$ cat src/design/aled_pkg.sv
package aled_pkg;

    // Largest strip the pixel store is built for, unless the top level is told otherwise.
    localparam int DEFAULT_MAX_LEDS = 256;

    localparam int PIXEL_W   = 24;
    localparam int PH_CNT_W  = 14;
    localparam int BITS_W    = 5;
    localparam int SUM_W     = 10;
    localparam int PADDR_W   = 4;
    localparam int PDATA_W   = 32;

    localparam logic [BITS_W-1:0] BITS_PER_PIXEL = 5'd24;

    // Configuration register indexes (byte address is four times the index).
    localparam logic [1:0] REG_LED_COUNT   = 2'd0;
    localparam logic [1:0] REG_LONG_TICKS  = 2'd1;
    localparam logic [1:0] REG_SHORT_TICKS = 2'd2;
    localparam logic [1:0] REG_LATCH_TICKS = 2'd3;

    localparam logic [8:0]  LED_COUNT_RST   = 9'd12;
    localparam logic [7:0]  LONG_TICKS_RST  = 8'd120;
    localparam logic [7:0]  SHORT_TICKS_RST = 8'd35;
    localparam logic [13:0] LATCH_TICKS_RST = 14'd10000;

    // Operation codes of an input item.
    localparam logic [1:0] OP_FILL  = 2'd0;
    localparam logic [1:0] OP_START = 2'd1;
    localparam logic [1:0] OP_TICK  = 2'd2;

    typedef enum logic [1:0] {
        PH_IDLE  = 2'd0,
        PH_HIGH  = 2'd1,
        PH_LOW   = 2'd2,
        PH_LATCH = 2'd3
    } phase_t;

    typedef enum logic [1:0] {
        CS_CLEAR,
        CS_IDLE,
        CS_FILL,
        CS_START
    } ctrl_state_t;

    typedef struct packed {
        logic [1:0] operation;
        logic [7:0] start_index;
        logic [8:0] pixel_count;
        logic [7:0] red;
        logic [7:0] green;
        logic [7:0] blue;
    } item_t;

    typedef struct packed {
        logic line_level;
        logic busy_res;
        logic accepted;
    } result_t;

    typedef struct packed {
        logic fill_load;
        logic fill_step;
        logic frame_load;
        logic tick;
    } cmd_t;

    typedef struct packed {
        logic fill_done;
        logic phase_idle;
        logic line_level;
        logic busy;
    } status_t;

    // A programmed length of zero is stretched to one tick.
    function automatic logic [PH_CNT_W-1:0] at_least_one(input logic [PH_CNT_W-1:0] v);
        logic [PH_CNT_W-1:0] r;
        r = (v == '0) ? {{(PH_CNT_W-1){1'b0}}, 1'b1} : v;
        return r;
    endfunction

endpackage

$ cat src/design/aled_ctrl.sv
module aled_ctrl (
    input  logic                clk,
    input  logic                rst_n,
    input  logic                item_valid,
    input  logic [1:0]          operation,
    output logic                item_stall,
    output logic                result_valid,
    output aled_pkg::result_t   result_data,
    input  logic                result_stall,
    output aled_pkg::cmd_t      cmd,
    input  aled_pkg::status_t   status
);

    aled_pkg::ctrl_state_t state_reg, state_next;
    logic                  result_valid_reg, result_valid_next;
    aled_pkg::result_t     result_reg, result_next;
    logic                  slot_free;
    logic                  accept;
    logic                  emit;
    logic                  emit_acc;

    // The result slot is free when empty or being emptied in this cycle.
    assign slot_free  = !result_valid_reg || !result_stall;
    assign item_stall = (state_reg != aled_pkg::CS_IDLE) || !slot_free;
    assign accept     = item_valid && !item_stall;

    always_ff @(posedge clk or negedge rst_n)
    begin
        if (!rst_n)
        begin
            state_reg        <= aled_pkg::CS_CLEAR;
            result_valid_reg <= 1'b0;
        end
        else
        begin
            state_reg        <= state_next;
            result_valid_reg <= result_valid_next;
        end
    end

    always_ff @(posedge clk)
    begin
        result_reg <= result_next;
    end

    always_comb
    begin
        state_next = state_reg;
        cmd        = '0;
        emit       = 1'b0;
        emit_acc   = 1'b0;
        unique case (state_reg)
            aled_pkg::CS_CLEAR:
            begin
                if (status.fill_done)
                begin
                    state_next = aled_pkg::CS_IDLE;
                end
                else
                begin
                    cmd.fill_step = 1'b1;
                end
            end
            aled_pkg::CS_IDLE:
            begin
                if (accept)
                begin
                    case (operation)
                        aled_pkg::OP_FILL:
                        begin
                            if (status.phase_idle)
                            begin
                                cmd.fill_load = 1'b1;
                                state_next    = aled_pkg::CS_FILL;
                            end
                            else
                            begin
                                emit = 1'b1;
                            end
                        end
                        aled_pkg::OP_START:
                        begin
                            if (status.phase_idle)
                            begin
                                state_next = aled_pkg::CS_START;
                            end
                            else
                            begin
                                emit = 1'b1;
                            end
                        end
                        aled_pkg::OP_TICK:
                        begin
                            cmd.tick = 1'b1;
                            emit     = 1'b1;
                        end
                        default:
                        begin
                            emit = 1'b1;
                        end
                    endcase
                end
            end
            aled_pkg::CS_FILL:
            begin
                if (!status.fill_done)
                begin
                    cmd.fill_step = 1'b1;
                end
                else if (slot_free)
                begin
                    emit       = 1'b1;
                    emit_acc   = 1'b1;
                    state_next = aled_pkg::CS_IDLE;
                end
            end
            aled_pkg::CS_START:
            begin
                if (slot_free)
                begin
                    cmd.frame_load = 1'b1;
                    emit           = 1'b1;
                    emit_acc       = 1'b1;
                    state_next     = aled_pkg::CS_IDLE;
                end
            end
            default:
            begin
                state_next = aled_pkg::CS_IDLE;
            end
        endcase
    end

    always_comb
    begin
        result_valid_next = result_valid_reg && result_stall;
        result_next       = result_reg;
        if (emit)
        begin
            result_valid_next      = 1'b1;
            result_next.line_level = status.line_level;
            result_next.busy_res   = status.busy;
            result_next.accepted   = emit_acc;
        end
    end

    assign result_valid = result_valid_reg;
    assign result_data  = result_reg;

endmodule

$ cat config.mk
export PLATFORM = sky130hd
export DESIGN_NAME = aled_ctrl
export DESIGN_NICKNAME = d
export VERILOG_FILES = /design/src/design/aled_pkg.sv /design/src/design/aled_ctrl.sv
export SDC_FILE = /design/constraint.sdc
export NUM_CORES = 1
export LEC_CHECK = 0
export ABC_AREA = 1
export ABC_CLOCK_PERIOD_IN_PS = 3500
export BUFFER_PORTS_ARGS = -buffer_cell sky130_fd_sc_hd__clkbuf_2
export CORE_AREA = 2 2 39 41
export CTS_CLUSTER_SIZE = 12
export DETAILED_ROUTE_END_ITERATION = 6
export DIE_AREA = 0 0 41 43
export GPL_ROUTABILITY_DRIVEN = 0
export GPL_TIMING_DRIVEN = 0
export PLACE_DENSITY_LB_ADDON = 0.2
export SYNTH_ARGS = -nofsm -noshare
export SYNTH_HDL_FRONTEND = slang
export SYNTH_SLANG_ARGS = --single-unit
$ cat constraint.sdc
create_clock -name clk -period 3.5 [get_ports clk]
set_clock_uncertainty 0.1 [all_clocks]
set_input_delay 0.35 -clock clk [delete_from_list [all_inputs] [get_ports clk]]
set_output_delay 0.35 -clock clk [all_outputs]
set_load 0.01 [all_outputs]
==> Word-level counts from Yosys, hierarchy flattened <==
Cells that the tools add are included.
{ "classes": {"add_sub_neg": 0, "multipliers": 0, "n_div": 0, "n_lt_le_gt_ge": 0, "n_eq_ne": 12, "n_shift": 0, "mux": 26, "n_bitwise": 0, "n_reduce_logical": 13} }
{ "op_table": {"columns": ["cell", "count"], "rows": [
  ["2-to-1 mux 1 bit", 16],
  ["2-to-1 mux 2 bit", 6],
  ["one-hot mux 2 bit (4 select lines)", 1],
  ["equality test 2 bit, second input constant", 3],
  ["inequality test 2 bit, second input constant", 3],
  ["inequality test 3 bit, second input constant", 2],
  ["AND reduction 6 bit", 1],
  ["equality test 2 x 1 -> 1 bit, second input constant", 2],
  ["logical NOT 1 bit", 4],
  ["logical NOT 2 bit", 2],
  ["one-hot mux 2 bit (2 select lines)", 1],
  ["OR reduction 2 bit", 2],
  ["inequality test 3 x 1 -> 1 bit, second input constant", 1],
  ["one-hot mux 1 bit (3 select lines)", 1],
  ["logical AND 1 bit", 2],
  ["logical OR 1 bit", 2],
  ["inequality test 2 x 1 -> 1 bit, second input constant", 1],
  ["one-hot mux 1 bit (2 select lines)", 1]
]} }
{ "word_totals": {"reg_bits": 6, "latch_bits": 0, "ramBits": 0, "rom_bits": 0, "output_inout_bits": 9, "elab_cells": 56, "memories": 0} }

==> Logic depth before layout (Yosys ltp) <==
{ "depth": {"ltp_word": 9, "depth_mapped": 6, "depth_no_buf": 6} }

==> Least setup slack after synthesis <==
No wires, ideal clock.
{ "synth_timing": {"path_type": "register to output", "startpoint": "reg result_valid_reg (netlist: result_valid)", "endpoint": "out cmd[0] (netlist bit)", "t_arrival_ns": 0.915, "setup_slack_ns": 2.135, "path_stages_with_launch": 4, "cell_sequence": "dfrtp_1 -> nand2_4 -> nand4_1 -> nor3_1"} }
{ "synth_rtl": {"columns": ["element", "line", "text"], "rows": [
  ["from (decl)", "aled_ctrl.sv:15", "logic result_valid_reg, result_valid_next;"],
  ["from (signal assigned)", "aled_ctrl.sv:37", "result_valid_reg <= result_valid_next;"],
  ["to (decl)", "aled_ctrl.sv:10", "output aled_pkg::cmd_t cmd,"]
]} }

==> metrics.yaml <==
cp_cell_sequence: "nand2_4 -> nand4_1 -> nor2_1 -> nand2_1 -> inv_1 -> clkbuf_2"
cts_root_buffer: "clkbuf_4"
clk_pin_slew_ps: 50
diodes: 0
insertion_delay_ps: 240
clockBufferDepth: 2
cts_num_sinks: 6
synthSimpleGateAreaFrac: 0.357
syn_avg_cell_area_sq_um: 7.69
yosys-top-cells-area: "edfxtp_1, dfrtp_1, inv_1, nand2_1, nor2_1"
synth_top_area_frac: 0.279
rsz0062_at_grt: "false"
gr-usage-all-layers: 0.103
synthAdderAreaFrac: 0
grt_pass1_vias: 320
grt_pass1_wl_um: 1160
fp-row-count: 14
yosys-top-cells-count: "inv_1, nand2_1, nor2_1, nand3_1"
finalHoldViolCount: 0
leakagePower_nw: 0.283
layout_worst_path_cycle_share: 0.481
synth-compound-area-share: 0.0155
ys_ff_latch: 6
critPathSlowestCell: "dfrtp_1"
yosysMostFrequentCell: "inv_1"
synth_xor_area_frac: 0
synthArstFlopShare: 0.500
routedWlPerCell_um: 8.42
yosysSeqAreaShare: 0.512
syn-num-nets: 52
antenna_found_initial: 0
ys.warnings.count: 0
core-area_sq_um: 1380
nets: 76
ant_nets: 0
max_cap_viol_count: 0
critPathKind: "flop to output pin"
layout_min_cycle_time_ps: 1690
wirelength_um: 682
setup_violations: 0
cp_num_buf_inv: 2
layout-drive-gt1-share: 0.369
final_area_sq_um: 469
drc_errors: 0
synth_cells: 42
synth-edff-count: 3
crit_family: "simple AND/OR/NAND/NOR gates"
critical-path-max-stage-delay_ps: 410
crit_path_end_kind: "output pin"
power_density_nw_per_um2: 504
pin_count: 19
dpl.hpwl_um: 606
syn_to_final_growth_pct: 45.3
fp.dieW_um: 41
vias: 332
vdd_drop_max_uv: 207
synth_top_family_by_area: "simple AND/OR/NAND/NOR gates"
arrival_ps: 1240
fmax_ghz: 0.593
place_area_sq_um: 433
grt_max_degree: 7
slew_violations: 0
crit_fanout: 6
drt_iter0_markers: 5
htreeDepth: 1
synthMuxAreaShare: 0
worst_pin_slew_ps: 174
io_buffers: 18
start_kind: "flop"
hold_path.class: "input port to flop"
final.setup.tns_ps: 0
wl_met1_um: 274
overflow: 0
top_layer: "met3"
cts_buffers: 3
viasPerCell: 4.10
ys_types: 12
start_util: 0.233
dieArea_sq_um: 1760
cts_resized: 0
drt-pass1-iter-count: 2
cts_tree: "done"
dr_wl_met2_um: 371
status: "finished clean"
synth_top_cell_by_area: "edfxtp_1"
ys.flop_type: "edfxtp_1"
die_y_um: 43
netlist_area_sq_um: 323
crit_required_ps: 3050
route.met3.wl_um: 36
largest_reg_flops: 3
relSlewSlack: 0.884
## kinds of logic after synthesis
logic type,Yosys count
buf+inv,10
flops,6
compound gates,1
simple gates,25
## worst paths after layout
check / from / slack (ps) / cells after the start / end
worst max-delay path: result_valid$_DFF_PN0_ / 1810 / 6 / cmd[3]
worst min-delay path: status[1] / 180 / 1 / result_data[2]$_DFFE_PP_
min in group asynchronous: rst_n / 330 / 2 / state_reg[1]$_DFFE_PN0P_
worst max register to register: state_reg[1]$_DFFE_PN0P_ / 2210 / 5 / result_data[2]$_DFFE_PP_
worst min register to register: state_reg[1]$_DFFE_PN0P_ / 490 / 2 / state_reg[1]$_DFFE_PN0P_
max in group asynchronous: rst_n / 2860 / 2 / result_valid$_DFF_PN0_
## per-layer routing
| layer | track usage | up-vias |
|---|---|---|
| met4 | 0.0400 | 0 |
| met1 | 0.111 | 146 |
| li1 | - | 177 |
| met5 | 0 | - |
| met2 | 0.147 | 9 |
| met3 | 0.0785 | 0 |
## stage by stage
step	std cells	power, mW	setup slack, ps	util	hold WS, ps
3_5_place_dp	76	0.170	1990	0.313	48.1
2_1_floorplan	42	0.139	2130	-	-45.6
5_1_grt	81	0.256	1680	0.339	172
6_report	81	0.236	1810	0.339	179
4_1_cts	81	0.241	1790	0.339	171
3_3_place_gp	76	0.168	2000	0.313	48.2
## cell type report
type,instances,area [sq um]
well taps,16,20.0
inverters,10,37.5
clock buffers,4,26.3
repair buffers,19,100
fillers,156,915
flip-flops and latches,6,165
multi-input cells,26,120
## worst register-to-register path, stage by stage (launching register included)
cell and delay, ps:
dfrtp_1 420, inv_2 70, nand2_1 60, inv_1 90, nand4_1 120, nand2_1 150
## placed cells by master (no fill, tap or decap)
cell type | synthesis | routed
nand2_2 | 1 | 1
nand2_4 | 1 | 1
dfrtp_1 | 3 | 3
nand4_1 | 2 | 2
nand2_1 | 8 | 8
edfxtp_1 | 3 | 3
nor3_1 | 1 | 1
nor2_1 | 8 | 8
dlygate4sd3_1 | 0 | 1
o21ai_1 | 1 | 1
clkbuf_2 | 0 | 18
inv_1 | 9 | 9
clkbuf_4 | 0 | 3
inv_2 | 1 | 1
nand3_1 | 4 | 4
clkbuf_1 | 0 | 1
## where the power goes
group | switching [mW] | internal [mW]
Sequential | 0.00971 | 0.0892
Clock | 0.0254 | 0.0432
Combinational | 0.0419 | 0.0271
## repair_timing
action                                 in CTS  in global routing
endpoints found under the hold margin       3                  0
hold buffers                                1                  0
buffers inserted                            0                  0
Power figures use the tool's default switching activity.
